File: src/hdl/dpw_queue.sv
module dpw_queue #(
  parameter int W     = 8,
  parameter int DEPTH = 4
) (
  input  logic         clk,
  input  logic         rst,
  input  logic         push,
  input  logic [W-1:0] wdata,
  output logic         full,
  input  logic         pop,
  output logic [W-1:0] rdata,
  output logic         empty
);

  localparam int AW = (DEPTH > 1) ? $clog2(DEPTH) : 1;
  localparam int CW = $clog2(DEPTH + 1);

  logic [W-1:0]  mem [DEPTH];
  logic [AW-1:0] wr_ptr;
  logic [AW-1:0] rd_ptr;
  logic [CW-1:0] count;
  logic          wr;
  logic          rd;

  assign full  = count == CW'(DEPTH);
  assign empty = count == '0;
  assign wr    = push && !full;
  assign rd    = pop && !empty;
  assign rdata = mem[rd_ptr];

  always_ff @(posedge clk) begin
    if (rst) begin
      wr_ptr <= '0;
      rd_ptr <= '0;
      count  <= '0;
    end else begin
      if (wr) begin
        wr_ptr <= (wr_ptr == AW'(DEPTH - 1)) ? '0 : wr_ptr + 1'b1;
      end
      if (rd) begin
        rd_ptr <= (rd_ptr == AW'(DEPTH - 1)) ? '0 : rd_ptr + 1'b1;
      end
      if (wr && !rd) begin
        count <= count + 1'b1;
      end else if (rd && !wr) begin
        count <= count - 1'b1;
      end
    end
  end

  always_ff @(posedge clk) begin
    if (wr) begin
      mem[wr_ptr] <= wdata;
    end
  end

endmodule

File: config.mk
export PLATFORM = sky130hd
export DESIGN_NAME = dpw_queue
export DESIGN_NICKNAME = d
export VERILOG_FILES = /design/src/hdl/dpw_queue.sv
export SDC_FILE = /design/constraint.sdc
export NUM_CORES = 1
export LEC_CHECK = 0
export BUFFER_PORTS_ARGS = -buffer_cell sky130_fd_sc_hd__clkbuf_2
export CORE_ASPECT_RATIO = 1.4
export CORE_MARGIN = 5
export CORE_UTILIZATION = 56
export CTS_CLUSTER_DIAMETER = 120
export CTS_CLUSTER_SIZE = 40
export DETAILED_ROUTE_END_ITERATION = 8
export GPL_ROUTABILITY_DRIVEN = 0
export PLACE_DENSITY_LB_ADDON = 0.1
export SYNTH_ARGS = -nofsm -noshare
export SYNTH_HDL_FRONTEND = slang
export SYNTH_SLANG_ARGS = --single-unit
File: constraint.sdc
create_clock -name clk -period 5.2 [get_ports clk]
set_clock_uncertainty 0.05 [all_clocks]
set_input_delay 0 -clock clk [delete_from_list [all_inputs] [get_ports clk]]
set_output_delay 0 -clock clk [all_outputs]
set_load 0.005 [all_outputs]
# --- Word-level counts from Yosys, hierarchy flattened ---
# Memories as Yosys holds them, arrays and structs flattened. A register that Yosys moved wholly into a read port is not among the register bits.
# Cells that the tools add are included.
# W data, S select, Z words.
word_totals:
  wordCells: 29
  inputBits: 12
  reg_bits: 7
  n_memories: 1
  mem_bits_rw: 32
classes:
  reduce_logical: 10
  n_eq_ne: 3
  n_mux: 8
  add_sub_neg: 4
memory_table:
  columns: ["name", "words", "width", "read_ports", "rd_clocked_by_memory_dff", "wr", "line", "text"]
  rows:
  - ["mem", 4, 8, 1, 1, 1, "18", "logic [W-1:0] mem [DEPTH];"]
op_table:
  columns: ["op", "count"]
  rows:
  - ["$mux W2", 4]
  - ["$mux W3", 2]
  - ["$add A2 B1 Y2 const B", 2]
  - ["$eq A2 B2 Y1 const B", 2]
  - ["$logic_and A1 B1 Y1", 4]
  - ["$logic_not A1 Y1", 4]
  - ["$add A3 B1 Y3 const B", 1]
  - ["$eq A3 B3 Y1 const B", 1]
  - ["$logic_not A3 Y1", 1]
  - ["$sub A3 B1 Y3 const B", 1]
  - ["$mux W1", 2]
  - ["$reduce_bool A2 Y1", 1]

# --- Logic depth before layout (Yosys ltp) ---
depth:
  ltp_word: 7
  depth_mapped: 10
  depth_no_buf: 9

# --- Worst setup path before layout ---
# No wires, ideal clock.
synth_timing:
  kind: "register -> register"
  from: "register count[0]"
  to: "register count[2]"
  setup_time_ns: 0.070
  synth_period_minus_slack_ns: 2.213
  setup_slack_ns: 2.987
  stages_incl_launch_ff: 11
  path_buffers: 1
  arrival_time_ns: 2.093
  cell_sequence: "dfxtp_1 > or3b_1 > buf_6 > clkinv_4 > nor2_2 > ha_1 > inv_1 > fa_1 > xor2_1 > or3_2 > a21oi_1"
synth_via:
  elab_chain_len: 6
  elab_cells_between_ends: 15
  cone_classes: "add/sub: 2; eq/ne: 1; mux: 2; reduce/logical: 10"
synth_lines:
  columns: ["item", "line", "text"]
  rows:
  - ["start, declared", "21", "logic [CW-1:0] count;"]
  - ["start signal, assigned", "44", "count <= count + 1'b1;"]
  - ["start signal, assigned", "46", "count <= count - 1'b1;"]
  - ["$eq A3 B3 Y1 (*)", "25", "assign full = count == CW'(DEPTH);"]
  - ["net full", "9", "output logic full,"]
  - ["$logic_not A1 Y1 (*)", "27", "assign wr = push && !full;"]
  - ["$logic_and A1 B1 Y1 (*)", "27", null]
  - ["net wr", "22", "logic wr;"]
  - ["$logic_not A1 Y1", "45", "end else if (rd && !wr) begin"]
  - ["$logic_and A1 B1 Y1", "45", null]
  - ["$reduce_bool A2 Y1 (no source line)", null, null]
# Mark *: on every way through the listed nets, which the timed path passes. The rest lies on a longest branch. The select of a mux whose other input is x is not followed.
# A chain may end at the register's enable or synchronous reset.

# --- Worst setup path after layout ---
layout_timing:
  from: "register count[0]"
  to: "register count[2]"
layout_via:
  elab_chain_len: 6
  elab_cells_between_ends: 15
  cone_classes: "add/sub: 2; eq/ne: 1; mux: 2; reduce/logical: 10"
layout_lines:
  columns: ["item", "line"]
  rows:
  - ["$eq A3 B3 Y1 (*)", "25"]
  - ["$logic_not A1 Y1 (*)", "27"]
  - ["$logic_and A1 B1 Y1 (*)", "27"]
  - ["net wr", "22"]
  - ["$logic_not A1 Y1", "45"]
  - ["$logic_and A1 B1 Y1", "45"]
  - ["$reduce_bool A2 Y1 (no source line)", null]
# Marks and branches as above.

==> flow_summary.json <==
{
  "rrSetupSlack_ps": 2770,
  "p_leak_nw": 0.7440,
  "synth.avg_cell_area_um2": 17.88,
  "timing.fmax_ghz": 0.4117,
  "portBuffers": 21,
  "rows": 23,
  "drv_slew": 0,
  "clk_pin_slew_ps": 70,
  "worstSetupEndpointType": "flop",
  "p_int_w": 0.0006062,
  "h-tree-depth": 2,
  "r2r_start": "count[0]",
  "critical_path_class": "flop to flop",
  "num_antenna_cells": 0,
  "remaining_drc_errors": 0,
  "first_global_vias": 902,
  "initial_core_util_pct": 57.75,
  "vias": 857,
  "grt_usage_pct": 13.79,
  "fin_crit_ps": 2429,
  "clockBufferDepth": 2,
  "ys_ff_latch": 41,
  "power_density_mw_per_mm2": 421.3,
  "grt_pass1_wl_mm": 4.126,
  "clkLatencyLatePin_ps": 280,
  "syn_to_final_growth_pct": 19.62,
  "core_mm2": 0.002849,
  "die_x_um": 55.81,
  "drive_above_1_share_pct": 35.16,
  "instances_no_fill": 165,
  "r2r_cells": 9,
  "min_period_over_period_pct": 46.71,
  "die_area_mm2": 0.004137,
  "combPwrFrac_pct": 23.8,
  "antenna_left": 0,
  "finalNetCount": 146,
  "critical_path.max_fanout": 7,
  "fp.dieH_um": 74.14,
  "crit_start": "count[0]",
  "critical_path_arrival_ps": 2600,
  "drt_iter0_drc": 18,
  "switching_share_pct": 26.89,
  "post-place-cells": 146,
  "multi_input_area_um2": 456.7,
  "peakVddDrop_mv": 0.2796,
  "status": "finished, final reports clean",
  "yosysWarnings": 0,
  "synth_seq_area_share_pct": 69.35,
  "dpl.hpwl_mm": 1.671,
  "grt_antenna_before_repair": 0,
  "cts_resized": 0,
  "cts_buffers": 5,
  "cp-start-kind": "flop",
  "hold_ws_ps": 41.05,
  "io_pins": 22,
  "tns_ps": 0,
  "p_clk_share_pct": 23.3,
  "dr.pass1.iters": 4,
  "netlist_area_mm2": 0.001645,
  "power_switching_w": 0.0002229,
  "routedWlPerCell_um": 14.35,
  "endpoint": "count[2]",
  "cap_viol_max_count": 0,
  "regArea_mm2": 0.001141,
  "cts_sinks": 41,
  "grt_max_degree": 14,
  "hold_path.class": "input pin to flop",
  "cts_root_buf": "clkbuf_8",
  "drt_wl_total_mm": 2.368,
  "slew_headroom_pct": 63.26,
  "cts_tree": "done",
  "grt-ovfl-total": 0,
  "synth_cell_type_count": 26,
  "stdcell_area_mm2": 0.001968,
  "netlist_instances": 92,
  "dpl_cell_area_mm2": 0.001773,
  "setup_viol": 0,
  "finalPower_w": 0.0008291,
  "syn-num-nets": 111,
  "timing_worst_slew_pin_value_ps": 550.4,
  "fill_cells": 207,
  "r2r_end": "count[2]",
  "pwr-share-seq_pct": 52.9,
  "required_ps": 5370,
  "final-hold-violation-count": 0,
  "grt_setup_unrepaired": "no",
  "vias_per_cell": 5.194
}
-- what timing repair did --
action / CTS / global route
hold buffers: 11 / 0
setup buffers: 0 / 0
hold endpoints to repair: 41 / 0
-- cell usage after synthesis --
cell type / number / area, um^2
or3_2: 1 / 7.510
or3_1: 1 / 6.260
nand3_1: 2 / 10.01
a21oi_1: 3 / 15.01
mux4_2: 8 / 180.2
or3b_1: 1 / 8.760
nor2_2: 1 / 6.260
dfxtp_1: 9 / 180.2
fa_1: 1 / 20.02
mux2i_1: 2 / 20.02
o21ai_0: 1 / 5.000
buf_2: 1 / 5.000
o31ai_2: 2 / 25.02
buf_6: 1 / 11.26
ha_1: 6 / 75.07
nand2_1: 1 / 3.750
clkinv_4: 1 / 8.760
inv_1: 4 / 15.01
o21ai_1: 1 / 5.000
edfxtp_1: 32 / 960.9
nor2_1: 3 / 11.26
buf_1: 1 / 3.750
clkbuf_1: 1 / 3.750
xor2_1: 2 / 17.52
and3_2: 4 / 30.03
nor3_1: 2 / 10.01
-- stage by stage --
step	setup WS [ps]	util [%]
after global routing	2636	69.08
after detailed placement	2770	62.23
after global placement	2876	62.23
after CTS	2758	69.08
final	2771	69.08
after floorplan	2987	-
-- registers in the layout, indices dropped and copies added, names as in the netlist, named ones only --
name / count
wr_ptr: 2
count: 3
rd_ptr: 2
mem: 32
-- placed cells by master, fill, tap and decap left out, drive strengths merged --
master	count
clkinv	1
edfxtp	32
and3	4
nor2	4
xor2	2
mux4	8
nand2	1
or3	2
clkbuf	27
nor3	2
dlygate4sd3	11
o31ai	2
dfxtp	9
inv	6
mux2i	2
fa	1
a21oi	3
or3b	1
nand3	2
ha	6
o21ai	2
-- worst min-delay path by stage --
stage	startpoint	endpoint	depth (start not counted)
after floorplan	wdata[0]	mem[0][0]	0
after global placement	wdata[7]	mem[1][7]	1
after detailed placement	wdata[7]	mem[2][7]	1
after CTS	pop	rd_ptr[0]	4
after global routing	pop	flop	4
final	pop	rd_ptr[0]	4
-- per-layer routing --
metal  wire [um]  up-vias  track usage, %
li1            -      421               -
met3         129        5           5.729
met4          61        0           7.124
met2        1284       21           24.21
met5           0        -               0
met1         892      410           14.27
-- cell type report --
| type | instances | share of cell area [%] |
|---|---|---|
| Sequential cell | 41 | 57.98 |
| Timing Repair Buffer | 32 | 10.93 |
| Clock inverter | 2 | 0.6357 |
| Multi-Input combinational cell | 42 | 23.20 |
| Inverter | 5 | 1.208 |
| Clock buffer | 6 | 3.687 |
| Tap cell | 37 | 2.352 |
-- cell families after synthesis --
| family | Yosys count | share of synthesized area, % |
|---|---|---|
| and+or+nand+nor | 16 | 5.704 |
| muxes | 10 | 12.17 |
| AOI/OAI and AO/OA | 7 | 3.041 |
| DFF | 41 | 69.35 |
| xor gates and xnor gates | 2 | 1.065 |
| buffers and inverters | 9 | 2.889 |
| adders and majority gates | 7 | 5.779 |
-- critical path, cell delays in order, from the launching register on --
cell and delay, ps:
dfxtp_1 450, or3b_1 310, clkinv_4 90, nor2_2 130, ha_1 190, inv_1 60, fa_1 370, xor2_1 150
or3_2 400, a21oi_1 150
-- power groups by stage --
stage	combinational [W]	sequential (W)	clock, W
floorplan	0.000153	0.000425	0
global placement	0.000188	0.000444	0
detailed placement	0.000192	0.000448	0
CTS	0.000202	0.000441	0.000201
global route	0.000224	0.000447	0.000220
finish	0.000197	0.000439	0.000193
(Power assumes the default switching activity.)
