**config.mk**
```make
export PLATFORM = sky130hd
export DESIGN_NAME = dpw_front
export DESIGN_NICKNAME = d
export VERILOG_FILES = /design/src/hdl/dpw_pkg.sv /design/src/hdl/dpw_front.sv
export SDC_FILE = /design/constraint.sdc
export NUM_CORES = 1
export LEC_CHECK = 0
export BUFFER_PORTS_ARGS = -buffer_cell sky130_fd_sc_hd__buf_2
export CORE_AREA = 4 4 139 141
export CTS_CLUSTER_DIAMETER = 40
export DETAILED_ROUTE_END_ITERATION = 16
export DIE_AREA = 0 0 143 145
export SYNTH_ARGS = -nofsm -noshare
export SYNTH_HDL_FRONTEND = slang
export SYNTH_SLANG_ARGS = --single-unit
```
**constraint.sdc**
```tcl
create_clock -name clk -period 14.35 [get_ports clk]
set_input_delay 2.87 -clock clk [delete_from_list [all_inputs] [get_ports clk]]
set_output_delay 2.87 -clock clk [all_outputs]
set_load 0.02 [all_outputs]
```
**src/hdl/dpw_pkg.sv**
```systemverilog
package dpw_pkg;

  localparam int ROT_FRAC_BITS_DEF = 14;
  localparam int MID_DEPTH_DEF     = 4;
  localparam int OUT_DEPTH         = 2;
  localparam int LOCAL_FRAC        = 2;
  localparam int LOCAL_LIM_BITS    = 31;

  localparam int REG_W     = 22;
  localparam int CFG_IDX_W = 2;
  localparam int COL_W     = 12;
  localparam int ROW_W     = 12;
  localparam int DEPTH_W   = 16;
  localparam int QUAT_W    = 16;
  localparam int POS_W     = 24;
  localparam int WORLD_W   = 32;

  localparam logic [REG_W-1:0] FOCAL_X_RST  = 22'd357299;
  localparam logic [REG_W-1:0] FOCAL_Y_RST  = 22'd359562;
  localparam logic [REG_W-1:0] CENTER_X_RST = 22'd347213;
  localparam logic [REG_W-1:0] CENTER_Y_RST = 22'd181709;

  typedef enum logic [CFG_IDX_W-1:0] {
    REG_FOCAL_X,
    REG_FOCAL_Y,
    REG_CENTER_X,
    REG_CENTER_Y
  } reg_index_t;

  typedef enum logic {
    MODE_POSE  = 1'b0,
    MODE_PIXEL = 1'b1
  } mode_t;

  typedef enum logic [2:0] {
    POSE_IDLE,
    POSE_MUL,
    POSE_NUM,
    POSE_LOAD,
    POSE_DIV,
    POSE_STORE
  } pose_state_t;

  typedef struct packed {
    logic [REG_W-1:0] focal_x;
    logic [REG_W-1:0] focal_y;
    logic [REG_W-1:0] center_x;
    logic [REG_W-1:0] center_y;
  } cfg_t;

  typedef struct packed {
    mode_t                     mode;
    logic [COL_W-1:0]          pixel_col;
    logic [ROW_W-1:0]          pixel_row;
    logic [DEPTH_W-1:0]        depth_mm;
    logic signed [QUAT_W-1:0]  quat_x;
    logic signed [QUAT_W-1:0]  quat_y;
    logic signed [QUAT_W-1:0]  quat_z;
    logic signed [QUAT_W-1:0]  quat_w;
    logic signed [POS_W-1:0]   pos_x;
    logic signed [POS_W-1:0]   pos_y;
    logic signed [POS_W-1:0]   pos_z;
  } item_t;

  typedef struct packed {
    logic signed [WORLD_W-1:0] world_x;
    logic signed [WORLD_W-1:0] world_y;
    logic signed [WORLD_W-1:0] world_z;
  } point_t;

  typedef struct packed {
    logic adv;
    logic empty;
  } pipe_status_t;

endpackage

```
**src/hdl/dpw_front.sv**
```systemverilog
module dpw_front (
  input  logic                             clk,
  input  logic                             rst,
  input  logic                             push,
  output logic                             full,
  input  logic                             mode,
  input  logic [dpw_pkg::COL_W-1:0]        pixel_col,
  input  logic [dpw_pkg::ROW_W-1:0]        pixel_row,
  input  logic [dpw_pkg::DEPTH_W-1:0]      depth_mm,
  input  logic signed [dpw_pkg::QUAT_W-1:0] quat_x,
  input  logic signed [dpw_pkg::QUAT_W-1:0] quat_y,
  input  logic signed [dpw_pkg::QUAT_W-1:0] quat_z,
  input  logic signed [dpw_pkg::QUAT_W-1:0] quat_w,
  input  logic signed [dpw_pkg::POS_W-1:0]  pos_x,
  input  logic signed [dpw_pkg::POS_W-1:0]  pos_y,
  input  logic signed [dpw_pkg::POS_W-1:0]  pos_z,
  input  logic                             q_full,
  output logic                             q_push,
  output dpw_pkg::item_t                   q_item
);

  logic           hold;
  logic           accept;
  logic           keep;
  dpw_pkg::item_t held;

  // A pixel of zero depth causes nothing, so it is dropped here.
  assign keep   = (dpw_pkg::mode_t'(mode) == dpw_pkg::MODE_POSE) || (depth_mm != '0);
  assign full   = hold && q_full;
  assign accept = push && !full;
  assign q_push = hold && !q_full;
  assign q_item = held;

  always_ff @(posedge clk) begin
    if (rst) begin
      hold <= 1'b0;
    end else if (accept) begin
      hold <= keep;
    end else if (q_push) begin
      hold <= 1'b0;
    end
  end

  always_ff @(posedge clk) begin
    if (accept) begin
      held.mode      <= dpw_pkg::mode_t'(mode);
      held.pixel_col <= pixel_col;
      held.pixel_row <= pixel_row;
      held.depth_mm  <= depth_mm;
      held.quat_x    <= quat_x;
      held.quat_y    <= quat_y;
      held.quat_z    <= quat_z;
      held.quat_w    <= quat_w;
      held.pos_x     <= pos_x;
      held.pos_y     <= pos_y;
      held.pos_z     <= pos_z;
    end
  end

endmodule

```
; ---- After elaboration in Yosys (flattened, before gate mapping)
; Cells that the tools add are included.
[op_classes]
muxes = 2
n_bitwise = 1
n_reduce_logical = 8
[ops]
columns = cell, n
row1 = nonzero test 16 bit, 1
row2 = logical AND 1 bit, 3
row3 = logical NOT 1 bit, 2
row4 = two-way mux 1 bit, 2
row5 = nonzero test 2 bit, 1
row6 = logical OR 1 bit, 1
row7 = inverter 1 bit, 1
[word_totals]
regBits = 178
in_bits = 181
word_cells = 23

; ---- Logic depth before layout (Yosys ltp)
; Gate-level depths: netlist of the first run.
[depth]
ltp_word = 4
ltp_mapped = 3
mapped_depth_nobuf = 3

; ---- Least setup slack after synthesis of the first run
; No wires, ideal clock.
[synth_timing]
path_kind = in2reg
from = input port q_full
to = register held (netlist bit q_item[0]), enable pin
setup_ns = 0.738
arrival_time_ns = 10.890
path_slack_ns = 2.722
stages = 2
n_path_buf = 0
cell_sequence = and2_4 nor2b_1
[synth_via]
elab_chain_cells = 3
[synth_rtl]
columns = element, line_no
row1 = "start, declared", dpw_front.sv:17  ; input logic q_full,
row2 = logical AND 1 bit, dpw_front.sv:29  ; assign full = hold && q_full;
row3 = logical NOT 1 bit, dpw_front.sv:30  ; assign accept = push && !full;
row4 = logical AND 1 bit, dpw_front.sv:30
row5 = named net accept, dpw_front.sv:23  ; logic accept;
row6 = "end, declared", dpw_front.sv:25  ; dpw_pkg::item_t held;
; The timed path passes the listed nets, and every way through them passes these cells.
; A chain may end at the register's enable or synchronous reset.

; ---- Worst setup path after layout of the first run
[layout_timing]
from = input port q_full
to = output port q_push
[layout_via]
elab_chain_cells = 2
[layout_rtl]
columns = element, line_no
row1 = logical NOT 1 bit, dpw_front.sv:31  ; assign q_push = hold && !q_full;
row2 = logical AND 1 bit, dpw_front.sv:31
row3 = "end, declared", dpw_front.sv:18  ; output logic q_push,
; No other way between the ends.

==> impl_metrics.ini, run 1 <==
[outcome]
status = complete, no violations

[cts]
clk_latency_ns = 0.41
cts.sinks = 178
numCtsBuffers = 17
cts_resized = 0
cts_hold_buf = 0
cts.path.max_buffers = 2
root_buffer = clkbuf_16
ctsHtreeMaxLevel = 4
cts_tree = built
postCtsSetupBuffers = 0
cts.clk_slew.worst_paths_ns = 0.07

[timing]
tightest_slew_ns = 1.04
post-route-period-util_pct = 43.1
finalCriticalPeriod_ns = 6.18
hold_violations = 0
clock-skew-final_ns = 0.00793
rsz0062_at_grt = false
maxSlewViolCount = 0
slew_headroom_pct = 30.9
clock.fmax_ghz = 0.162
totalNegativeSetupSlack_ns = 0
finalSetupViolCount = 0

[layout]
final_core_util_pct = 45.2
insertedDiodeCount = 0
nets = 750
syn2layout_area_growth_pct = 50.1
finalNonFillerCells = 811
fillers = 1607
drive_gt1_share_pct = 67.7

[synth]
synthMuxAreaShare_pct = 0
ys_seq_area_share_pct = 98.7
netlist_area_sq_mm = 0.00541
synth_compound_area_share_pct = 0.162
synth_top_family_by_area = simple AND/OR/NAND/NOR gates
syn_inst = 189
synth.yosys.warnings = 0
synth_fp_nets = 370
synth.avg_cell_area_sq_um = 28.6
synth-xor-area-share_pct = 0
ys_ff_latch = 178
synth-simple-area-share_pct = 1.16
ys_types = 10
synth_adder_area_share_pct = 0

[worst_hold_path]
hp-class = flip-flop to flip-flop
min-delay-start = hold$_SDFFE_PP0P_
hold_depth = 3
hold_path_end = hold$_SDFFE_PP0P_

[worst_setup_path]
cp_common_cell = buf_2
worst_path_max_delay_cell = and2b_1
worstPathMaxFanout = 2
cp-start-kind = input port
worstSetupPathType = input port to output pin
crit_buf_inv = 2
critical-path-top-delay-family = buffers and inverters
rr_startpoint = hold$_SDFFE_PP0P_
worstPathArrival_ns = 3.31
reg2reg_to = q_item[161]$_DFFE_PP_
max_stage_delay_ns = 0.18
cp.required_ns = 11.48
r2r_setup_slack_ns = 12.27
cp-end-kind = output pin
cp_cell_sequence = buf_2, and2b_1, buf_2
r2r_cells = 3

[detailed_routing]
ant_nets = 0
drc = 0
drt-total-wl_um = 14400
dr.first_iter.drc_count = 131
via_per_inst = 4.17
wire_per_inst_um = 17.8
dr.pass1.iters = 4
vias = 3384

[placed_design]
gp_congestion = 0.784
dp_hpwl_um = 11300
port_buffers = 359
dp_cells = 779

[die]
start_util_pct = 30.1
rows = 49
pin_count = 360
die_area_sq_mm = 0.0207
coreArea_sq_mm = 0.0180
die_y_um = 145
die_w_um = 143

[grt]
grt_pass1_vias = 3647
grt_max_degree = 85
grt.total_usage_pct = 13.4
grt_pass1_wl_um = 20600
grt-ovfl-total = 0
antenna_found_initial = 1

[power_and_ir_drop]
total_power_mw = 1.19
p_leak_nw = 3.46
vdd_drop_max_mv = 0.0737
power.density_mw_per_mm2 = 146

[flow_run]
drv_cap = 0
-- layout by cell type (no fill, tap or decap) --
cell        netlist  final
buf_4             0      2
inv_6             0      3
a311oi_1          1      1
edfxtp_1        177    177
clkbuf_16         0     17
and4_1            1      1
and2b_1           1      1
nor4_1            3      3
clkinv_4          0      3
inv_8             0      1
bufinv_16         0      2
clkbuf_1          0      1
nor3_1            1      1
clkbuf_8          0      2
and2_4            1      1
nor2b_4           0      1
clkinvlp_4        0      3
buf_2             0    359
nor2_1            2      2
dfxtp_1           1      1
-- final cells by class --
| class | instances | area (sq um) | share of cell area [%] |
|---|---|---|---|
| clock buffer | 20 | 457 | 5.63 |
| sequential | 178 | 5340 | 65.7 |
| tap | 229 | 287 | 3.53 |
| multi-input combinational | 11 | 78.8 | 0.971 |
| timing repair buffer | 361 | 1810 | 22.3 |
| clock inverter | 12 | 146 | 1.80 |
-- Yosys cell counts --
cell        n  share of area [%]
a311oi_1    1               0.16
and2_4      1               0.16
and2b_1     1               0.14
and4_1      1               0.16
dfxtp_1     1               0.37
edfxtp_1  177                 98
nor2_1      2               0.14
nor2b_1     1               0.12
nor3_1      1              0.092
nor4_1      3               0.35
-- where the power goes --
group	switching, mW	total (mW)	internal [mW]
Clock	0.194	0.464	0.270
Combinational	0.0697	0.107	0.0369
Sequential	0.00769	0.616	0.609
-- how the worst max path moves through the flow --
stage,start,endpoint,slack (ns),cells past startpoint
after floorplan,q_full,q_item[0]$_DFFE_PP_,2.72,2
after global placement,q_full,q_push,8.17,3
after detailed placement,q_full,q_push,8.17,3
after CTS,q_full,q_push,8.17,3
after global routing,q_full,q_push,8.16,3
final,q_full,q_push,8.17,3
-- worst reg2reg max path, stage by stage (launching register included) --
cell     delay, ns
dfxtp_1       0.31
and2_4        0.15
nor2b_4       0.32
buf_4         0.83
-- sequential cells by signal (all words and copies together) (netlist names) --
name	cells
hold	1
q_item	177
-- per-stage QoR --
step,setup WS (ns),cell area [sq um],hold slack [ns]
floorplan,2.72,5410,0.619
detailed placement,8.17,7510,0.637
CTS,8.17,8120,0.646
global route,8.16,8120,0.676
finish,8.17,8120,0.645
global placement,8.17,7510,0.632
-- kinds of logic (layout without fill, tap and decap cells) --
kind of cell	count (synthesis)	after routing
compound gates	1	1
buf+inv	0	393
flops	178	178
simple gates	10	10
-- layer usage --
metal  global-route usage (%)  share of wire (%)  wire length (um)  up-vias
met5                        0              0.076                11        -
met4                     4.71                1.4               200        2
met3                     6.55                 12              1790       17
met2                     23.5                 52              7570      210
met1                     13.7                 34              4860     1622
li1                         -                  -                 -     1533
Power figures use the tool's default switching activity.
==> run 2, diff against run 1 <==
clock period = 6.4 ns   (was 14.35 ns; I/O delays follow)
==> run 2 against run 1 <==
Setup slack got worse by 4.8 ns. Hold slack improved by 0.0034 ns. Register-to-register slack got worse by 7.6 ns. Total power increased by 120%. Clock power increased by 110%. Routed wire length decreased by 2.1%. Highest routed layer unchanged. Die area unchanged. Sequential share of layout area increased by 0.33 points.
==> impl_metrics.ini, run 2 (synthesized netlist as in run 1, its figures left out) <==
[outcome]
status = complete, no violations

[placed_design]
gp_congestion = 0.782
port_buffers = 359
dp_hpwl_um = 10900

[cts]
cts_resized = 0
root_buffer = clkbuf_16
ctsHtreeMaxLevel = 4
clk_latency_ns = 0.42
cts_tree = built
cts.clk_slew.worst_paths_ns = 0.06
postCtsSetupBuffers = 0
cts.path.max_buffers = 2
cts_hold_buf = 0
numCtsBuffers = 17
cts.sinks = 178

[power_and_ir_drop]
vdd_drop_max_mv = 0.181
p_leak_nw = 3.44
power.density_mw_per_mm2 = 322

[worst_setup_path]
cp-end-kind = output pin
worstPathMaxFanout = 2
cp_common_cell = buf_2
r2r_setup_slack_ns = 4.66
cp-start-kind = input port
worstPathArrival_ns = 1.74
cp_cell_sequence = buf_2, and2b_1, buf_2
worst_path_max_delay_cell = and2b_1
cp.required_ns = 5.12
max_stage_delay_ns = 0.19
worstSetupPathType = input port to output pin

[die]
die_y_um = 145
coreArea_sq_mm = 0.0180
die_area_sq_mm = 0.0207
pin_count = 360
rows = 49
die_w_um = 143
start_util_pct = 30.1

[grt]
grt_max_degree = 178
grt_pass1_wl_um = 20700
grt_pass1_vias = 3741
grt.total_usage_pct = 13.2
antenna_found_initial = 1
grt-ovfl-total = 0

[timing]
slew_headroom_pct = 38.8
totalNegativeSetupSlack_ns = 0
tightest_slew_ns = 0.918
rsz0062_at_grt = false
post-route-period-util_pct = 47.2
finalSetupViolCount = 0
clock-skew-final_ns = 0.0138
finalCriticalPeriod_ns = 3.02
maxSlewViolCount = 0
hold_slack_ns = 0.648
hold_violations = 0
clock.fmax_ghz = 0.331

[detailed_routing]
drc = 0
dr.pass1.iters = 4
dr.first_iter.drc_count = 122
ant_nets = 0
top_layer_used = met5
wl_met1_um = 4860
drt-total-wl_um = 14100
via_per_inst = 4.13
dr_wl_met2_um = 7400
vias = 3344
dr_wl_met3_um = 1620
wire_per_inst_um = 17.5

[layout]
drive_gt1_share_pct = 67.1
syn2layout_area_growth_pct = 49.4
fillers = 1635
final_core_util_pct = 45.0
layout_common_cells = buf_2 (359), edfxtp_1 (177), clkbuf_16 (17), inv_6 (4)
nets = 749
largest_reg_flops = 177
mostFrequentLayoutCell = buf_2
insertedDiodeCount = 0

[flow_run]
drv_cap = 0

[worst_hold_path]
hp-class = flip-flop to flip-flop
## run 2: final timing paths
check                                            end  cells past startpoint         startpoint
worst max-delay path                          q_push                      3             q_full
worst min-delay path               hold$_SDFFE_PP0P_                      3  hold$_SDFFE_PP0P_
worst max register to register  q_item[32]$_DFFE_PP_                      3  hold$_SDFFE_PP0P_
worst min register to register     hold$_SDFFE_PP0P_                      3  hold$_SDFFE_PP0P_
## run 2: layout make-up
class | count | area [sq um] | share of cell area, %
repair buffers | 360 | 1820 | 22.5
multi-input cells | 11 | 78.8 | 0.976
clock inverters | 13 | 125 | 1.55
flip-flops and latches | 178 | 5340 | 66.1
well taps | 229 | 287 | 3.55
clock buffers | 19 | 433 | 5.36
## run 2: critical path: cells and delay by family
family / cells / cell delay (ns)
buffers and inverters: 2 / 0.26
and+or+nand+nor: 1 / 0.19
## run 2: per-layer routing
layer / GRT usage, % / vias up
li1: - / 1530
met1: 13.6 / 1582
met2: 23.4 / 210
met3: 5.46 / 20
met4: 5.32 / 2
met5: 0 / -
## run 2: power by group
| part | total, mW | internal, mW | switching (mW) |
|---|---|---|---|
| Combinational | 0.240 | 0.0833 | 0.157 |
| Clock | 0.981 | 0.543 | 0.438 |
| Sequential | 1.38 | 1.36 | 0.0161 |
| Total | 2.60 | 1.99 | 0.610 |
## run 2: per-stage QoR
stage	instance area [sq um]	cells	worst slack [ns]	total power, mW
floorplan	5410	189	1.88	1.52
global placement	7520	778	3.36	1.64
detailed placement	7520	778	3.36	1.65
CTS	8080	810	3.36	2.64
global route	8080	810	3.37	2.71
finish	8080	810	3.38	2.60
